<file path="config.mk">
export PLATFORM = sky130hd
export DESIGN_NAME = bcd_time_set_editor_top
export DESIGN_NICKNAME = d
export VERILOG_FILES = /design/src/rtl/btse_pkg.sv /design/src/rtl/bcd_time_set_editor_top.sv
export VERILOG_INCLUDE_DIRS = /design/src /design/src/rtl
export SDC_FILE = /design/constraint.sdc
export NUM_CORES = 1
export LEC_CHECK = 0
export ABC_AREA = 1
export BUFFER_PORTS_ARGS = -buffer_cell sky130_fd_sc_hd__buf_2
export CAP_MARGIN = 5
export CORE_ASPECT_RATIO = 0.75
export CORE_MARGIN = 2
export CORE_UTILIZATION = 30
export CTS_BUF_LIST = sky130_fd_sc_hd__clkbuf_16
export CTS_CLUSTER_SIZE = 12
export DETAILED_ROUTE_END_ITERATION = 8
export HOLD_SLACK_MARGIN = 0.03
export PLACE_DENSITY_LB_ADDON = 0.25
export REMOVE_ABC_BUFFERS = 1
export SYNTH_ARGS = -nofsm -noshare
export SYNTH_HDL_FRONTEND = slang
export SYNTH_SLANG_ARGS = --single-unit
</file>
<file path="constraint.sdc">
create_clock -name clk -period 5.6 [get_ports clk]
set_clock_uncertainty 0.1 [all_clocks]
set_input_delay 0.56 -clock clk [delete_from_list [all_inputs] [get_ports clk]]
set_output_delay 0.56 -clock clk [all_outputs]
set_load 0.01 [all_outputs]
</file>
<file path="src/rtl/bcd_time_set_editor_top_macros.svh">
// ----------------------------------------------------------------------------
// BCD time set editor assertion macros
// Concurrent assertion wrappers, compiled out when ASSERT_OFF is set.
// ----------------------------------------------------------------------------
`ifndef BCD_TIME_SET_EDITOR_TOP_MACROS_SVH
`define BCD_TIME_SET_EDITOR_TOP_MACROS_SVH

`ifndef ASSERT_OFF
`define BTSE_ASSERT(lbl, clock, rstn, prop, msg) \
    lbl: assert property (@(posedge clock) disable iff (!rstn) prop) else $error(msg);
`define BTSE_ASSERT_NEVER(lbl, clock, rstn, cond, msg) \
    lbl: assert property (@(posedge clock) disable iff (!rstn) !(cond)) else $error(msg);
`else
`define BTSE_ASSERT(lbl, clock, rstn, prop, msg)
`define BTSE_ASSERT_NEVER(lbl, clock, rstn, cond, msg)
`endif

`endif

</file>
<file path="src/rtl/btse_pkg.sv">
// ----------------------------------------------------------------------------
// BCD time set editor package
// Opcode and key codes, cursor positions and BCD digit step functions.
// ----------------------------------------------------------------------------
`default_nettype none

package btse_pkg;

    typedef enum logic [1:0] {
        OP_ACTIVATE   = 2'd0,
        OP_KEY        = 2'd1,
        OP_DEACTIVATE = 2'd2
    } opcode_t;

    typedef enum logic [2:0] {
        KEY_DONE  = 3'd0,
        KEY_LEFT  = 3'd1,
        KEY_RIGHT = 3'd2,
        KEY_DEC   = 3'd3,
        KEY_INC   = 3'd4
    } key_t;

    typedef logic [2:0] cursor_t;
    typedef logic [7:0] bcd_t;

    localparam cursor_t CUR_HOUR_TENS  = 3'd0;
    localparam cursor_t CUR_HOUR_UNITS = 3'd1;
    localparam cursor_t CUR_MIN_TENS   = 3'd2;
    localparam cursor_t CUR_MIN_UNITS  = 3'd3;
    localparam cursor_t CUR_LAST       = 3'd4;

    function automatic bcd_t hour_up(input bcd_t h_in, input logic tens);
        bcd_t h;
        h = h_in;
        if (tens)
        begin
            h = h + 8'h10;
            if (h[7:4] == 4'h3)
                h = {4'h0, h[3:0]};
            else if (h[7:4] == 4'h2 && h[3:0] > 4'h3)
                h = {h[7:4], 4'h3};
        end
        else
        begin
            h = h + 8'h01;
            if (h[7:4] == 4'h2)
            begin
                if (h[3:0] > 4'h3)
                    h = {h[7:4], 4'h0};
            end
            else if (h[3:0] > 4'h9)
                h = {h[7:4], 4'h0};
        end
        return h;
    endfunction

    function automatic bcd_t hour_down(input bcd_t h_in, input logic tens);
        bcd_t h;
        h = h_in;
        if (tens)
        begin
            if (h[7:4] != 4'h0)
                h = h - 8'h10;
            else if (h[3:0] > 4'h3)
                h = 8'h23;
            else
                h = {4'h2, h[3:0]};
        end
        else
        begin
            if (h[3:0] != 4'h0)
                h = h - 8'h01;
            else if (h[7:4] == 4'h2)
                h = {h[7:4], 4'h3};
            else
                h = {h[7:4], 4'h9};
        end
        return h;
    endfunction

    function automatic bcd_t minute_up(input bcd_t m_in, input logic tens);
        bcd_t m;
        m = m_in;
        if (tens)
        begin
            m = m + 8'h10;
            if (m[7:4] == 4'h6)
                m = {4'h0, m[3:0]};
        end
        else
        begin
            m = m + 8'h01;
            if (m[3:0] > 4'h9)
                m = {m[7:4], 4'h0};
        end
        return m;
    endfunction

    function automatic bcd_t minute_down(input bcd_t m_in, input logic tens);
        bcd_t m;
        m = m_in;
        if (tens)
        begin
            if (m[7:4] != 4'h0)
                m = m - 8'h10;
            else
                m = {4'h5, m[3:0]};
        end
        else
        begin
            if (m[3:0] != 4'h0)
                m = m - 8'h01;
            else
                m = {m[7:4], 4'h9};
        end
        return m;
    endfunction

endpackage

`default_nettype wire

</file>
<file path="src/rtl/bcd_time_set_editor_top.sv">
// ----------------------------------------------------------------------------
// BCD time set editor
// Key-driven editor for a 24-hour BCD time with a five-position cursor.
// ----------------------------------------------------------------------------
// Input channel (in_valid / in_stall) carries one item per request: an opcode
// (activate with start time, key event, deactivate), a key code and the
// start hour and minute. Output channel (out_valid / out_stall) returns one
// item per input item: done flag, current hour, minute, cursor and active.
// An accepted item is held in an input register; when the output stage
// advances it is applied to the editor state and the result is loaded into
// the output register. Both stages advance together, so one item per cycle
// is accepted while out_stall stays low. The state update is combinational
// nibble compares and adds.
// While a result is offered and out_stall is high, the result and editor
// state hold, and in_stall rises once the input register is also occupied.
// Reset clears both stages, leaves the editor idle with cursor on the hour
// tens digit and time 00:00.
// ----------------------------------------------------------------------------
`default_nettype none

module bcd_time_set_editor_top (
    input  wire logic       clk,
    input  wire logic       rst_n,
    input  wire logic       in_valid,
    output logic            in_stall,
    input  wire logic [1:0] opcode,
    input  wire logic [2:0] key_code,
    input  wire logic [7:0] start_hour,
    input  wire logic [7:0] start_minute,
    output logic            out_valid,
    input  wire logic       out_stall,
    output logic            done_res,
    output logic [7:0]      hour_out,
    output logic [7:0]      minute_out,
    output logic [2:0]      cursor_out,
    output logic            active_out
);
    import btse_pkg::*;

    `include "bcd_time_set_editor_top_macros.svh"

    logic    s1_valid_reg;
    opcode_t op_reg;
    logic [2:0] key_reg;
    bcd_t    sh_reg;
    bcd_t    sm_reg;

    logic    out_valid_reg;
    logic    done_reg;
    logic    active_reg;
    cursor_t cursor_reg;
    bcd_t    hour_reg;
    bcd_t    minute_reg;

    logic    done_next;
    logic    active_next;
    cursor_t cursor_next;
    bcd_t    hour_next;
    bcd_t    minute_next;

    logic    advance;
    logic    in_take;

    assign advance  = !(out_valid_reg && out_stall);
    assign in_stall = s1_valid_reg && !advance;
    assign in_take  = in_valid && !in_stall;

    always_comb
    begin
        done_next   = 1'b0;
        active_next = active_reg;
        cursor_next = cursor_reg;
        hour_next   = hour_reg;
        minute_next = minute_reg;
        unique case (op_reg)
            OP_ACTIVATE:
            begin
                if (!active_reg)
                begin
                    hour_next   = sh_reg;
                    minute_next = sm_reg;
                    cursor_next = CUR_HOUR_TENS;
                    active_next = 1'b1;
                end
            end
            OP_KEY:
            begin
                if (active_reg)
                begin
                    unique case (key_reg)
                        KEY_DONE:
                        begin
                            done_next   = 1'b1;
                            active_next = 1'b0;
                        end
                        KEY_LEFT:
                            cursor_next = (cursor_reg == CUR_HOUR_TENS) ? CUR_LAST
                                                                        : cursor_reg - 3'd1;
                        KEY_RIGHT:
                            cursor_next = (cursor_reg >= CUR_LAST) ? CUR_HOUR_TENS
                                                                   : cursor_reg + 3'd1;
                        KEY_DEC, KEY_INC:
                        begin
                            case (cursor_reg)
                                CUR_HOUR_TENS:
                                    hour_next = (key_reg == KEY_INC) ? hour_up(hour_reg, 1'b1)
                                                                     : hour_down(hour_reg, 1'b1);
                                CUR_HOUR_UNITS:
                                    hour_next = (key_reg == KEY_INC) ? hour_up(hour_reg, 1'b0)
                                                                     : hour_down(hour_reg, 1'b0);
                                CUR_MIN_TENS:
                                    minute_next = (key_reg == KEY_INC)
                                                  ? minute_up(minute_reg, 1'b1)
                                                  : minute_down(minute_reg, 1'b1);
                                CUR_MIN_UNITS:
                                    minute_next = (key_reg == KEY_INC)
                                                  ? minute_up(minute_reg, 1'b0)
                                                  : minute_down(minute_reg, 1'b0);
                                default:
                                    ;
                            endcase
                        end
                        default:
                            ;
                    endcase
                end
            end
            OP_DEACTIVATE:
                active_next = 1'b0;
            default:
                ;
        endcase
    end

    always_ff @(posedge clk or negedge rst_n)
    begin
        if (!rst_n)
        begin
            s1_valid_reg  <= 1'b0;
            out_valid_reg <= 1'b0;
            done_reg      <= 1'b0;
            active_reg    <= 1'b0;
            cursor_reg    <= CUR_HOUR_TENS;
            hour_reg      <= 8'h00;
            minute_reg    <= 8'h00;
        end
        else
        begin
            if (in_take)
                s1_valid_reg <= 1'b1;
            else if (advance)
                s1_valid_reg <= 1'b0;
            if (advance)
            begin
                out_valid_reg <= s1_valid_reg;
                if (s1_valid_reg)
                begin
                    done_reg   <= done_next;
                    active_reg <= active_next;
                    cursor_reg <= cursor_next;
                    hour_reg   <= hour_next;
                    minute_reg <= minute_next;
                end
            end
        end
    end

    always_ff @(posedge clk)
    begin
        if (in_take)
        begin
            op_reg  <= opcode_t'(opcode);
            key_reg <= key_code;
            sh_reg  <= start_hour;
            sm_reg  <= start_minute;
        end
    end

    assign out_valid  = out_valid_reg;
    assign done_res   = done_reg;
    assign hour_out   = hour_reg;
    assign minute_out = minute_reg;
    assign cursor_out = cursor_reg;
    assign active_out = active_reg;

    `BTSE_ASSERT_NEVER(a_cursor_range, clk, rst_n, cursor_reg > CUR_LAST,
                       "cursor beyond OK position")
    `BTSE_ASSERT(a_done_idle, clk, rst_n, out_valid_reg && done_reg |-> !active_reg,
                 "done reported while still active")
    `BTSE_ASSERT(a_activate, clk, rst_n,
                 s1_valid_reg && advance && op_reg == OP_ACTIVATE |=> active_reg,
                 "activate did not leave editor active")
    `BTSE_ASSERT(a_deactivate, clk, rst_n,
                 s1_valid_reg && advance && op_reg == OP_DEACTIVATE |=> !active_reg && !done_reg,
                 "deactivate left editor active or flagged done")

endmodule

`default_nettype wire
</file>
==> summary.md <==
| Metric | Value |
|---|---|
| Drt wl/cell | 13.7 um |
| Drt first pass iters | 4 |
| Kind of cell adding the most delay to the critical path | simple AND/OR/NAND/NOR gates |
| Max-slew violations | 0 |
| DR vias | about 3000 |
| Share of layout cells above drive strength 1 | 17.2% |
| Layout area overhead | 17.1% |
| CTS Hold Bufs | 0 |
| Diode count | 0 |
| DR iter-0 viols | 270 |
| Worst slew margin | a little over two fifths |
| Average size of a mapped cell | approximately 7.5 um^2 |
| Crit path to | hour_out[1]$_DFFE_PN0P_ |
| Core box area | 0.0108 mm^2 |
| Number of fill cells | roughly 1200 |
| Synthesis warning total | 0 |
| HP Class | primary input to asynchronous set/reset pin |
| Static Leak | ~0.0018 uW |
| Post-CTS Setup Inserts | 0 |
| Pin count of the biggest net entering global routing | 24 |
| Final instance area | between 0.003 and 0.004 mm^2 |
| Clock Latency Late Sink | 280 ps |
| RSZ-0062 raised after global routing | no |
| Vias in the first global route | 2868 |
| Worst-path cell chain | inv_1 > ha_1 > nand3_1 > nor2_2 > nand2_1 > nand2_1 > nand2_1 > nand3_1 > nand2_2 > nand2_4 > clkinv_4 > nor2_1 > a21oi_2 |
| WHS | ~160 ps |
| Worst path bufs/invs | 2 |
| Num CTS Buffers | 5 |
| CP max FO | 11 |
| DR vias/cell | between 4 and 5 |
| Max Cap Viol | 0 |
| Die height | between 90 and 100 um |
| F_max | roughly 460 MHz |
| Post-DRT Antenna Nets | 0 |
| Worst-Margin Slew | 865 ps |
| Layout Nets | 525 |
| Worst r2r src | hour_out[4]$_DFFE_PN0P_ |
| Reg-to-Reg End | hour_out[1]$_DFFE_PN0P_ |
| Count of flip-flops with a built-in enable after synthesis | 21 |
| CTS resizes | 0 |
| R2r setup slk | around 3400 ps |
| Final Hold Fails | 0 |
| Setup ws final | ~3400 ps |
| Area post-placement | 0.00364 mm^2 |
| Synth Flop Type | dfrtp_1 |
| Cell count after synthesis | between 400 and 500 |
| Type of origin of the critical path | flop |
| Commonest non-fill, non-tap cells in the layout | nand2_1, inv_1, buf_2 |
| WS Path Type | flop to flop |
| Synth Register Bits | between 40 and 50 |
| Slowest cell on crit path | dfrtp_1 |
| Sink Count | between 40 and 50 |
| Worst Path Required | around 5700 ps |
| CTS H-tree lvls | 2 |
| Critical Path Most Common Cell | nand2_1 |
| CTS clock-pin slew for the worst setup and hold paths | ~60 ps |
| Residual DRC count | 0 |
| IO Count | between 40 and 50 |
| Final worst path period need | 2180 ps |
| Clock buffer depth | 2 |
| WP depth | 13 |
| Period utilization | roughly two fifths |
| Async set-reset flop share out of synthesis | between 50% and 60% |
| Run status | finished, final reports clean |
| Grt ovf | 0 |
| Initial antenna violation count | 0 |
| Setup-failing EPs final | 0 |
| Fin util | roughly 36% |
| Total Routing Usage GR | ~15% |
| Critical Path AT | 2250 ps |
| Crit path launch | hour_out[4]$_DFFE_PN0P_ |
| CTS tree | done |
| Port buffer count | between 40 and 50 |
| Commonest non-fill, non-tap cell in the layout | nand2_1 |
| Worst path max stage delay | 520 ps |
| Initial Util | 30.4% |
| TNS Setup | 0 ps |
| Gpl congestion | between 0.9 and 1 |
| Routed WL | about 8500 um |
| Row count | 33 |
| Endpoint class of the critical path | flop |
| Post-DP HPWL | roughly 6500 um |
| Netlist cell types | 41 |
| Sequential area share after synthesis | 36.6% |
| Root buffer cell | clkbuf_16 |
| Worst-case reg-to-reg path depth | 13 |
| First-pass GRT wire length | about 14000 um |
| Pre-CTS worst setup slack | around 3400 ps |
| Die Width | 125 um |
| Power density of the placed cells | between 400 and 500 mW/mm^2 |
| Mapped Area | 0.00329 mm^2 |
| VDD IR-drop max | approximately 130 uV |
| Die area | around 0.012 mm^2 |
## stage by stage
| stage | instances | total power (uW) |
|---|---|---|
| after CTS | 623 | 1860 |
| final | 623 | 1860 |
| after detailed placement | 615 | 1430 |
| after global routing | 623 | 2020 |
| after floorplan | 428 | 1160 |
| after global placement | 615 | 1430 |
## worst reg2reg max path, delay by kind of cell, from the launching register on
kind,cells,cell delay [ps]
AND/OR/NAND/NOR,9,880
buffers and inverters,2,300
AO/OA/AOI/OAI,1,40
adder cells (fa/ha/maj),1,240
flip-flops,1,520
## cell families (layout without fill, tap and decap cells)
family	after synthesis	in the layout	share of synthesized area, %
xor gates and xnor gates	18	18	4.79
AOI/OAI and AO/OA	73	73	13.2
and+or+nand+nor	209	209	29.0
buffers and inverters	77	121	9.58
adders and majority gates	18	18	6.84
DFF	44	44	36.6
## layer usage
| layer | track usage, % | up-vias | share of wire [%] |
|---|---|---|---|
| li1 | - | 1526 | - |
| met4 | 3.43 | 0 | 0.54 |
| met5 | 0 | - | 0 |
| met1 | 22.6 | 1384 | 53 |
| met3 | 2.89 | 5 | 4.4 |
| met2 | 21.3 | 64 | 42 |
## power breakdown
part	internal, uW	leakage (uW)	switching [uW]
Clock	301	0.000104	118
Sequential	422	0.000474	165
Combinational	318	0.00124	532
## cells in the mapped netlist (2+ instances only)
| library cell | count | area (um^2) |
|---|---|---|
| inv_1 | 57 | 214 |
| buf_2 | 8 | 40.0 |
| dfrtp_1 | 23 | 576 |
| xnor2_1 | 5 | 43.8 |
| o211ai_1 | 5 | 37.5 |
| nand3_2 | 2 | 20.0 |
| nand2_1 | 112 | 420 |
| nor2_2 | 5 | 31.3 |
| nand4_1 | 9 | 56.3 |
| a21oi_1 | 20 | 100 |
| a22oi_1 | 5 | 37.5 |
| a31oi_1 | 5 | 31.3 |
| inv_2 | 8 | 30.0 |
| o21ai_1 | 4 | 20.0 |
| nor2_1 | 39 | 146 |
| nand3_1 | 27 | 135 |
| o22ai_1 | 6 | 37.5 |
| nor3_1 | 4 | 20.0 |
| o21ai_0 | 22 | 110 |
| nand2_2 | 3 | 18.8 |
| edfxtp_1 | 21 | 631 |
| xor2_1 | 13 | 114 |
| ha_1 | 18 | 225 |
## cell type report
class | instances | area, um^2 | share of cell area, %
multi-input cells | 318 | 1770 | 45.9
flip-flops and latches | 44 | 1210 | 31.3
inverters | 66 | 253 | 6.56
repair buffers | 47 | 235 | 6.10
well taps | 140 | 175 | 4.54
clock buffers | 5 | 125 | 3.25
clock inverters | 3 | 90.1 | 2.34
## worst min-delay path by stage
| stage | from | cells after the start | to |
|---|---|---|---|
| 2_1_floorplan | rst_n | 0 | active_out$_DFFE_PN0P_ |
| 3_3_place_gp | s1_valid_reg$_DFFE_PN0P_ | 2 | out_valid$_DFFE_PN0N_ |
| 3_5_place_dp | s1_valid_reg$_DFFE_PN0P_ | 2 | out_valid$_DFFE_PN0N_ |
| 4_1_cts | rst_n | 1 | cursor_out[2]$_DFFE_PN0P_ |
| 5_1_grt | rst_n | 1 | cursor_out[2]$_DFFE_PN0P_ |
| 6_report | rst_n | 1 | minute_out[7]$_DFFE_PN0P_ |
Note: power is estimated with default switching activity, not from simulation.
